`src/sv/kpd_pkg.sv`:
```
package kpd_pkg;

  localparam int unsigned KEY_W = 64;
  localparam int unsigned ROW_W = 3;
  localparam int unsigned COL_W = 3;
  localparam int unsigned CNT_W = 32;
  localparam int unsigned DEB_W = 16;

  localparam logic [DEB_W-1:0] DEB_RESET = 16'd50;

  typedef enum logic [1:0] {
    ST_IDLE,
    ST_SCAN,
    ST_CHECK,
    ST_FLUSH
  } kpd_state_e;

endpackage

```
`src/sv/kpd_in_if.sv`:
```
interface kpd_in_if;
  import kpd_pkg::*;

  logic             valid;
  logic             ready;
  logic [KEY_W-1:0] key_bits;

  modport source (output valid, output key_bits, input ready);
  modport sink (input valid, input key_bits, output ready);
endinterface

```
`src/sv/kpd_out_if.sv`:
```
interface kpd_out_if;
  import kpd_pkg::*;

  logic             valid;
  logic             ready;
  logic [ROW_W-1:0] press_row;
  logic [COL_W-1:0] press_column;
  logic             last_press;

  modport source (output valid, output press_row, output press_column, output last_press,
                  input ready);
  modport sink (input valid, input press_row, input press_column, input last_press,
                output ready);
endinterface

```
`src/sv/kpd_cfg_if.sv`:
```
interface kpd_cfg_if;
  import kpd_pkg::*;

  logic             valid;
  logic             ready;
  logic [DEB_W-1:0] debounce_scans;

  modport source (output valid, output debounce_scans, input ready);
  modport sink (input valid, input debounce_scans, output ready);
endinterface

```
`src/sv/keypad_matrix_press_debounce.sv`:
```
// Key matrix press detector with per-key debounce.
//
// in_i   : one item is a full ROWS x COLS snapshot (bit row*COLS+column).
// out_o  : one item per accepted press: row, column and a last_press flag
//          on the final press of that snapshot. A snapshot with no
//          accepted press produces no output item.
// cfg_i  : writes the debounce distance in scans; always ready, and meant
//          to be written only while the block is idle.
//
// Timing: the sequencer walks the keys one per cycle unless a stalled
// receiver holds it, with a pass through ST_CHECK on each rising key for
// the registered stamp read; the final press is pushed from ST_FLUSH after
// the walk, and the next item is taken only once the block is back in
// idle. in_i.ready is high only while idle.
// A found press waits in a pending register until the next press or the
// end of the walk shows whether it is the last one; a stalled receiver
// holds the output register and freezes the walk at the next press.
// Reset clears the scan counter, previous snapshot, the stamp valid bits
// (an unwritten stamp reads as zero, "never pressed") and sets the
// debounce distance to 50. No clearing pass is needed.
module keypad_matrix_press_debounce #(
  parameter int unsigned ROWS = 8,
  parameter int unsigned COLS = 8
) (
  input  logic      clk_i,
  input  logic      rst_ni,
  kpd_in_if.sink    in_i,
  kpd_out_if.source out_o,
  kpd_cfg_if.sink   cfg_i
);
  import kpd_pkg::*;

  localparam int unsigned KEYS = ROWS * COLS;
  localparam int unsigned IdxW = (KEYS > 1) ? $clog2(KEYS) : 1;

  // Control and walk state
  kpd_state_e       state_q, state_d;
  logic [CNT_W-1:0] count_q;
  logic [KEY_W-1:0] prev_q;
  logic [KEY_W-1:0] rising_q;
  logic [IdxW-1:0]  idx_q;
  logic [ROW_W-1:0] row_q;
  logic [COL_W-1:0] col_q;
  logic [DEB_W-1:0] deb_q;
  logic [KEYS-1:0]  vld_q;
  logic             pend_valid_q;
  logic             out_valid_q;

  // Payload registers
  logic [ROW_W-1:0] pend_row_q;
  logic [COL_W-1:0] pend_col_q;
  logic [ROW_W-1:0] out_row_q;
  logic [COL_W-1:0] out_col_q;
  logic             out_last_q;

  // Stamp memory
  logic [CNT_W-1:0] stamp_mem [KEYS];
  logic [CNT_W-1:0] mem_rd_q;

  // Sequencer controls
  logic             accept;
  logic             rd_en;
  logic             wr_en;
  logic             advance;
  logic             push;
  logic             push_last;
  logic             take_pend;
  logic             clear_pend;

  logic             out_free;
  logic [CNT_W-1:0] stamp;
  logic [CNT_W-1:0] delta;
  logic             hit;
  logic             last_key;

  assign in_i.ready  = (state_q == ST_IDLE);
  assign cfg_i.ready = 1'b1;
  assign accept      = in_i.valid && (state_q == ST_IDLE);

  assign out_o.valid        = out_valid_q;
  assign out_o.press_row    = out_row_q;
  assign out_o.press_column = out_col_q;
  assign out_o.last_press   = out_last_q;

  assign out_free = !out_valid_q || out_o.ready;
  // An unwritten entry reads as zero: never stamped
  assign stamp    = vld_q[idx_q] ? mem_rd_q : '0;
  assign delta    = count_q - stamp;
  assign hit      = (stamp == '0) || (delta >= CNT_W'(deb_q));
  assign last_key = (idx_q == IdxW'(KEYS - 1));

  always_comb begin
    state_d    = state_q;
    rd_en      = 1'b0;
    wr_en      = 1'b0;
    advance    = 1'b0;
    push       = 1'b0;
    push_last  = 1'b0;
    take_pend  = 1'b0;
    clear_pend = 1'b0;
    unique case (state_q)
      ST_IDLE: begin
        if (in_i.valid) begin
          state_d = ST_SCAN;
        end
      end
      ST_SCAN: begin
        // Fetch the stamp of a rising key, skip everything else
        if (rising_q[0]) begin
          rd_en   = 1'b1;
          state_d = ST_CHECK;
        end else begin
          advance = 1'b1;
          state_d = last_key ? ST_FLUSH : ST_SCAN;
        end
      end
      ST_CHECK: begin
        // Hold while a new press finds an older one that cannot move into the output register
        if (!(hit && pend_valid_q && !out_free)) begin
          if (hit) begin
            wr_en     = 1'b1;
            take_pend = 1'b1;
            push      = pend_valid_q;
          end
          advance = 1'b1;
          state_d = last_key ? ST_FLUSH : ST_SCAN;
        end
      end
      ST_FLUSH: begin
        if (!pend_valid_q) begin
          state_d = ST_IDLE;
        end else if (out_free) begin
          push       = 1'b1;
          push_last  = 1'b1;
          clear_pend = 1'b1;
          state_d    = ST_IDLE;
        end
      end
      default: state_d = ST_IDLE;
    endcase
  end

  always_ff @(posedge clk_i or negedge rst_ni) begin
    if (!rst_ni) begin
      state_q      <= ST_IDLE;
      count_q      <= '0;
      prev_q       <= '0;
      rising_q     <= '0;
      idx_q        <= '0;
      row_q        <= '0;
      col_q        <= '0;
      deb_q        <= DEB_RESET;
      vld_q        <= '0;
      pend_valid_q <= 1'b0;
      out_valid_q  <= 1'b0;
    end else begin
      state_q <= state_d;
      if (cfg_i.valid) begin
        deb_q <= cfg_i.debounce_scans;
      end
      if (accept) begin
        count_q  <= count_q + 1'b1;
        prev_q   <= in_i.key_bits;
        rising_q <= in_i.key_bits & ~prev_q;
        idx_q    <= '0;
        row_q    <= '0;
        col_q    <= '0;
      end else if (advance) begin
        rising_q <= rising_q >> 1;
        idx_q    <= idx_q + 1'b1;
        if (col_q == COL_W'(COLS - 1)) begin
          col_q <= '0;
          row_q <= row_q + 1'b1;
        end else begin
          col_q <= col_q + 1'b1;
        end
      end
      if (wr_en) begin
        vld_q[idx_q] <= 1'b1;
      end
      if (take_pend) begin
        pend_valid_q <= 1'b1;
      end else if (clear_pend) begin
        pend_valid_q <= 1'b0;
      end
      if (push) begin
        out_valid_q <= 1'b1;
      end else if (out_o.ready) begin
        out_valid_q <= 1'b0;
      end
    end
  end

  always_ff @(posedge clk_i) begin
    if (take_pend) begin
      pend_row_q <= row_q;
      pend_col_q <= col_q;
    end
    if (push) begin
      out_row_q  <= pend_row_q;
      out_col_q  <= pend_col_q;
      out_last_q <= push_last;
    end
  end

  always_ff @(posedge clk_i) begin
    if (wr_en) begin
      stamp_mem[idx_q] <= count_q;
    end
    if (rd_en) begin
      mem_rd_q <= stamp_mem[idx_q];
    end
  end

endmodule
```
`src/flat_wrapper.sv`:
```
// flat-port wrapper written by rule: the top's interface ports become plain ports
module keypad_matrix_press_debounce_flat import kpd_pkg::*;
#(
  parameter int unsigned ROWS = 8,
  parameter int unsigned COLS = 8
)
  (clk_i, rst_ni, in_i_valid, in_i_key_bits, in_i_ready, out_o_valid, out_o_press_row, out_o_press_column, out_o_last_press, out_o_ready, cfg_i_valid, cfg_i_debounce_scans, cfg_i_ready);
  kpd_in_if in_i_i ();
  kpd_out_if out_o_i ();
  kpd_cfg_if cfg_i_i ();
  input  logic clk_i;
  input  logic rst_ni;
  input wire logic [$bits(in_i_i.valid)-1:0] in_i_valid;
  input wire logic [$bits(in_i_i.key_bits)-1:0] in_i_key_bits;
  output wire logic [$bits(in_i_i.ready)-1:0] in_i_ready;
  output wire logic [$bits(out_o_i.valid)-1:0] out_o_valid;
  output wire logic [$bits(out_o_i.press_row)-1:0] out_o_press_row;
  output wire logic [$bits(out_o_i.press_column)-1:0] out_o_press_column;
  output wire logic [$bits(out_o_i.last_press)-1:0] out_o_last_press;
  input wire logic [$bits(out_o_i.ready)-1:0] out_o_ready;
  input wire logic [$bits(cfg_i_i.valid)-1:0] cfg_i_valid;
  input wire logic [$bits(cfg_i_i.debounce_scans)-1:0] cfg_i_debounce_scans;
  output wire logic [$bits(cfg_i_i.ready)-1:0] cfg_i_ready;
  assign in_i_i.valid = in_i_valid;
  assign in_i_i.key_bits = in_i_key_bits;
  assign in_i_ready = in_i_i.ready;
  assign out_o_valid = out_o_i.valid;
  assign out_o_press_row = out_o_i.press_row;
  assign out_o_press_column = out_o_i.press_column;
  assign out_o_last_press = out_o_i.last_press;
  assign out_o_i.ready = out_o_ready;
  assign cfg_i_i.valid = cfg_i_valid;
  assign cfg_i_i.debounce_scans = cfg_i_debounce_scans;
  assign cfg_i_ready = cfg_i_i.ready;
  keypad_matrix_press_debounce #(.ROWS(ROWS), .COLS(COLS)) u_core (.clk_i(clk_i), .rst_ni(rst_ni), .in_i(in_i_i), .out_o(out_o_i), .cfg_i(cfg_i_i));
endmodule
```
`config.mk`:
```
export PLATFORM = sky130hd
export DESIGN_NAME = keypad_matrix_press_debounce_flat
export DESIGN_NICKNAME = d
export VERILOG_FILES = /design/src/sv/kpd_pkg.sv /design/src/sv/kpd_in_if.sv /design/src/sv/kpd_out_if.sv /design/src/sv/kpd_cfg_if.sv /design/src/sv/keypad_matrix_press_debounce.sv /design/src/flat_wrapper.sv
export SDC_FILE = /design/constraint.sdc
export NUM_CORES = 2
export LEC_CHECK = 0
export ABC_AREA = 1
export CAP_MARGIN = 10
export CORE_MARGIN = 2
export CORE_UTILIZATION = 60
export CTS_CLUSTER_DIAMETER = 120
export DETAILED_ROUTE_END_ITERATION = 7
export DONT_BUFFER_PORTS = 1
export MAX_ROUTING_LAYER = met4
export PLACE_DENSITY = 0.85
export SLEW_MARGIN = 15
export SYNTH_ARGS = -nofsm -noshare
export SYNTH_HDL_FRONTEND = slang
export SYNTH_SLANG_ARGS = --single-unit
```
`constraint.sdc`:
```
create_clock -name clk_i -period 8.6 [get_ports clk_i]
set_input_delay 0.86 -clock clk_i [delete_from_list [all_inputs] [get_ports clk_i]]
set_output_delay 0.86 -clock clk_i [all_outputs]
set_load 0.1 [all_outputs]
```
**Word level (Yosys, flattened, before mapping)**

Memory sizes are Yosys's and may differ from the RTL's. A register that Yosys moved wholly into a read port is not among the register bits.
Cells that the tools add are included.

- Flip-flop bits (word level): 269
- Latch bits: 0
- Memory bits (writable): 2048
- Memory bits (read-only): 0
- Output and inout port bits: 10
- Logic and storage cells: 94
- Memories kept: 1

- Add/subtract/negate cells: 5
- Multiply operators: 0
- Div/mod/pow operators: 0
- $lt $le $gt $ge: 3
- Equality and inequality tests: 8
- Shift-type cells: 0
- Multiplexer cells: 42
- Bitwise gates (word level): 3
- Reduce and logical (&&, ||, !) cells: 16

Memories:

| name | words | bits a word | rd ports | clocked after memory_dff | wr ports | line | RTL |
|---|---|---|---|---|---|---|---|
| u_core.stamp_mem | 64 | 32 | 1 | 1 | 1 | keypad_matrix_press_debounce.sv:57 | `logic [CNT_W-1:0] stamp_mem [KEYS];` |

Operators with widths:

| cell | number |
|---|---|
| two-way mux 64 bit | 2 |
| bitwise AND 64 bit | 1 |
| NOT 64 bit | 1 |
| bitwise OR 64 bit | 1 |
| adder 32 x 1 -> 32 bit, second input constant | 1 |
| greater-or-equal comparator 32 x 16 -> 1 bit | 1 |
| logical NOT 32 bit | 1 |
| two-way mux 32 bit | 1 |
| subtractor 32 bit | 1 |
| two-way mux 1 bit | 20 |
| two-way mux 3 bit | 6 |
| two-way mux 2 bit | 6 |
| two-way mux 6 bit | 2 |
| one-hot mux 2 bit (4 select lines) | 1 |
| nonzero test 2 bit | 4 |
| less-than comparator 6 x 7 -> 1 bit, second input constant | 1 |
| adder 3 x 1 -> 3 bit, second input constant | 2 |
| adder 6 x 1 -> 6 bit, second input constant | 1 |
| binary-select mux 1 bit (select 6 bit) | 1 |
| demux 1 bit (select 6 bit) | 1 |
| == test 6 bit, second input constant | 1 |
| greater-or-equal comparator 6 x 1 -> 1 bit, second input constant | 1 |
| == test 2 bit, second input constant | 2 |
| logical AND 1 bit | 4 |
| other kinds (10) | 14 |

**Logic depth before layout (Yosys ltp)**

- Word-level depth: 12
- Gate-level depth with buffers: 44

**Least setup slack after synthesis**

Ideal clock, no wire load.

- Path kind: register -> register
- Start: register u_core.idx_q[1]
- End: memory u_core.stamp_mem[45][0], enable pin
- Library setup time: 0.462 ns
- Data arrival time: 6.516 ns
- Data required time: 8.138 ns
- Path slack: 1.621 ns
- Stages on the path, launching flop included: 34
- Cells stage by stage: dfrtp_1 buf_2 nor2_2 nand3_1 nand2_1 o21ai_0 nand2_1 nor2_2 nand2_2 buf_6 clkbuf_1 nand2_1 ha_1 a21oi_1 nand2_1 nand2_1 nand3_1 nand2_1 nand2_1 a21oi_1 xnor2_1 ha_1 a21oi_1 o31ai_1 a21oi_1 nand3_1 nor2_1 nand3_1 nor2_1 nand3_2 nand3_2 nand3_1 buf_2 nor3_1

- Longest elaborated chain between the ends: 12

RTL lines:

| element | line | RTL |
|---|---|---|
| start: declaration | keypad_matrix_press_debounce.sv:41 | `logic [IdxW-1:0] idx_q;` |
| start signal: assignment | keypad_matrix_press_debounce.sv:170 | `idx_q <= idx_q + 1'b1;` |
| binary-select mux 1 bit (select 6 bit) | keypad_matrix_press_debounce.sv:87 | `assign stamp = vld_q[idx_q] ? mem_rd_q : '0;` |
| two-way mux 1 bit (implied by the code) | keypad_matrix_press_debounce.sv:87 |  |
| two-way mux 32 bit | keypad_matrix_press_debounce.sv:87 |  |
| subtractor 32 bit | keypad_matrix_press_debounce.sv:88 | `assign delta = count_q - stamp;` |
| greater-or-equal comparator 32 x 16 -> 1 bit | keypad_matrix_press_debounce.sv:89 | `assign hit = (stamp == '0) \|\| (delta >= CNT_W'(deb_q));` |
| logical OR 1 bit | keypad_matrix_press_debounce.sv:89 |  |
| logical AND 1 bit (2 in a row) | keypad_matrix_press_debounce.sv:119 | `if (!(hit && pend_valid_q && !out_free)) begin` |
| two-way mux 1 bit | keypad_matrix_press_debounce.sv:119 |  |
| two-way mux 1 bit | keypad_matrix_press_debounce.sv:101 | `unique case (state_q)` |
| two-way mux 1 bit | keypad_matrix_press_debounce.sv:207 | `if (wr_en) begin` |
| two-way mux 1 bit (implied by the code) | keypad_matrix_press_debounce.sv:208 | `stamp_mem[idx_q] <= count_q;` |
| end: declaration | keypad_matrix_press_debounce.sv:57 |  |

Several ways; a longest one is shown, not always the timed one. The select of a mux whose other input is x is not followed.

**Final worst setup path**

- Start: register u_core.idx_q[1]
- End: memory u_core.stamp_mem[11][17], enable pin

Same word-level chain as after synthesis.

==> impl_metrics.py <==
metrics = {
    "global_route": {
        "grt_util_all_layers_pct": 35.75,
        "grt_pass1_vias": 53600,
        "grt_max_degree": 257,
        "grt_pass1_wl_mm": 376.8,
        "grt-ovfl-total": 0,
        "antenna_found_initial": 24,
    },
    "routing": {
        "first_pass_iters": 7,
        "vias_per_cell": 6.878,
        "postRouteAntennaNets": 0,
        "num_vias": 56710,
        "wirelength_mm": 266.7,
        "drc": 0,
        "drt_iter0_markers": 10170,
        "wl_per_cell_um": 32.35,
    },
    "sta": {
        "final_hold_viol_count": 0,
        "finClkSkew_ps": 61.78,
        "tns_ps": 0,
        "tightest_slew_ps": 1305,
        "period_share_pct": 91.29,
        "setup_violations": 0,
        "slew_violations": 0,
        "slew_headroom_pct": 12.47,
        "whs_ps": 126.2,
        "fmax_ghz": 0.1274,
        "setup_ws_ps": 748.9,
        "rsz0062_at_grt": "no",
        "final.min_clock_period_ps": 7851,
    },
    "final_layout": {
        "layout-drive-gt1-share_pct": 10.11,
        "area_delta_synth_final_pct": 10.72,
        "finalNetCount": 6266,
        "instances_no_fill": 8245,
    },
    "setup_path": {
        "worstSetupEndpointType": "flop",
        "timing.rr.start": "u_core.idx_q[1]$_DFFE_PN0P_",
        "critPathLaunchType": "flop",
        "path_max_fanout": 33,
        "crit_type": "flop to flop",
        "cp.arrival_ps": 8300,
        "cpMostUsedCell": "nand2_1",
        "critPathMaxStageDelay_ps": 950,
        "required_ps": 9050,
        "critPathSlowestCell": "nor2_4",
        "cp-startpoint": "u_core.idx_q[1]$_DFFE_PN0P_",
    },
    "floorplan": {
        "coreArea_um2": 148200,
        "dieArea_um2": 152700,
        "std_cell_rows": 141,
        "ios": 95,
        "initial_core_util_pct": 60.59,
        "die_w_um": 390.8,
        "die_h_um": 390.8,
    },
    "clocking": {
        "clk-insertion-delay-late_ps": 860,
        "cts_tree": "yes",
        "tritoncts.num_buffers": 214,
        "clockRootBuffer": "clkbuf_16",
        "clockBufferDepth": 3,
        "cts.sinks": 2349,
        "cts_resized": 0,
        "htreeDepth": 4,
        "clk_pin_slew_worst_paths_ps": 70,
    },
    "yosys": {
        "yosys-top-cells-count": "edfxtp_1 (2093), nand2_1 (1341), a22oi_1 (289)",
        "avgSynthCellArea_um2": 14.74,
        "synth_cell_types": 59,
        "yosysMostFrequentCell": "edfxtp_1",
        "async_flop_share_pct": 10.90,
        "synth_top_area_share_pct": 70.00,
        "synthAdderAreaFrac_pct": 0.8306,
        "yosys-top-cells-area": "edfxtp_1 (70%), dfrtp_1 (7.1%), nand2_1 (5.6%)",
        "synth_area_um2": 89780,
        "synth_largest_area_cell": "edfxtp_1",
        "synth_mux_area_share_pct": 0.01254,
        "synth-compound-area-share_pct": 9.977,
        "synthesis.nets": 6237,
        "synth_top_family_by_area": "compound AO/OA/AOI/OAI gates",
        "yosys_warnings": 0,
        "ys_ff_latch": 2349,
        "synth-edff-count": 2093,
        "synth_xor_area_share_pct": 0.4682,
        "synth_cells": 6093,
        "synth-main-ff-cell": "edfxtp_1",
        "synth-seq-area-share_pct": 77.14,
        "yosys.area_share.simple_pct": 9.060,
    },
    "pwr": {
        "p_leak_nw": 32.45,
        "vdd_drop_max_uv": 372.3,
        "power.density_nw_per_um2": 319.1,
        "power_mw": 31.73,
    },
    "run_status": {
        "outcome": "completed",
    },
    "place": {
        "port_buffers": 0,
        "placed_cells_incl_taps": 7832,
        "dpl_worst_slack_ps": 947.2,
        "dp.final_hpwl_mm": 155.1,
        "gp_congestion": 1.053,
    },
    "job": {
        "cap_viol_max_count": 0,
    },
    "min_path": {
        "hp-start": "cfg_i_valid",
        "worstHoldPathType": "input port to flop",
    },
}
cell type report:
class | count | area (um^2)
diodes | 16 | 40.04
clock buffers | 281 | 5719
clock inverters | 112 | 1060
fillers | 9194 | 48780
inverters | 236 | 890.9
multi-input cells | 3194 | 18870
flip-flops and latches | 2349 | 69310
well taps | 1930 | 2415
repair buffers | 127 | 1104
cells in the final DEF (no fill, tap or decap), types with 19 or more instances in the layout:
cell type and instances:
edfxtp_1 2093, nand2_1 1341, a22oi_1 289, nand4_1 265, a221oi_1 239, a22o_1 233, inv_1 226, dfrtp_1 220
clkbuf_16 216, buf_4 116, a21oi_1 107, o21ai_0 87, nand3_1 84, nor2_4 72, o22ai_1 64, o21ai_2 60
ha_1 58, clkbuf_1 58, nor2_1 57, clkinv_1 44, clkinv_2 36, xor2_1 33, dfrtp_2 28, o21ai_1 25
or2_1 25, nor3_1 19
sequential cells by signal (all words and copies together) (netlist names), 6 cells and up:
register and flops:
u_core.stamp_mem 2048, u_core.prev_q 64, u_core.rising_q 64, u_core.vld_q 64
u_core.count_q 32, u_core.mem_rd_q 32, u_core.deb_q 16, u_core.idx_q 6
worst max-delay path, delay by kind of cell, from the launching register on:
kind                       cells  cell delay, ps
adders and majority gates      2             660
AOI/OAI and AO/OA              5            1050
and+or+nand+nor               18            3760
DFF                            1             630
xor gates and xnor gates       1             200
buffers and inverters          4            1080
cells by family (layout without fill, tap and decap cells):
kind of cell | count (synthesis) | after routing
other | 1 | 17
flip-flops | 2349 | 2349
multiplexers | 1 | 1
AND/OR/NAND/NOR | 1907 | 1907
AO/OA/AOI/OAI | 1178 | 1178
XOR/XNOR | 48 | 48
buffers and inverters | 550 | 756
adder cells (fa/ha/maj) | 59 | 59
metal layers:
layer / up-vias / share of wire (%) / GRT usage [%]
li1: 23250 / - / -
met2: 4744 / 45 / 52.60
met1: 27820 / 33 / 44.94
met5: - / 0 / -
met4: 0 / 7.3 / 20.63
met3: 899 / 14 / 9.903
stage by stage:
step	utilization, %	instance area [um^2]
CTS	67.01	99300
finish	67.08	99410
detailed placement	62.42	92500
global placement	62.42	92500
floorplan	-	89780
global route	67.08	99410
report_power, final:
| group | switching (mW) | internal, mW | total, mW |
|---|---|---|---|
| combinational | 6.47 | 2.54 | 9.01 |
| clock | 4.17 | 5.11 | 9.28 |
| sequential | 0.447 | 13.0 | 13.4 |
path summary, 6_finish.rpt:
check                           cells after the start                                     end  slack (ps)
worst min register to register                      0  u_core.out_o.press_column[0]$_DFFE_PP_         420
worst max-delay path                               30      u_core.stamp_mem[11][17]$_DFFE_PP_         750
min in group asynchronous                           2           u_core.prev_q[29]$_DFFE_PN0P_         660
worst max register to register                     30      u_core.stamp_mem[11][17]$_DFFE_PP_         750
max in group asynchronous                           3             u_core.idx_q[0]$_DFFE_PN0P_        6660
worst min-delay path                                1            u_core.deb_q[10]$_DFFE_PN0P_         130
what timing repair did:
| item | CTS | global route |
|---|---|---|
| endpoints found under the setup margin | 0 | 0 |
| hold buffers | 1 | 1 |
| hold endpoints to repair | 256 | 5 |
| buffers inserted | 0 | 0 |
Power figures use the tool's default switching activity.
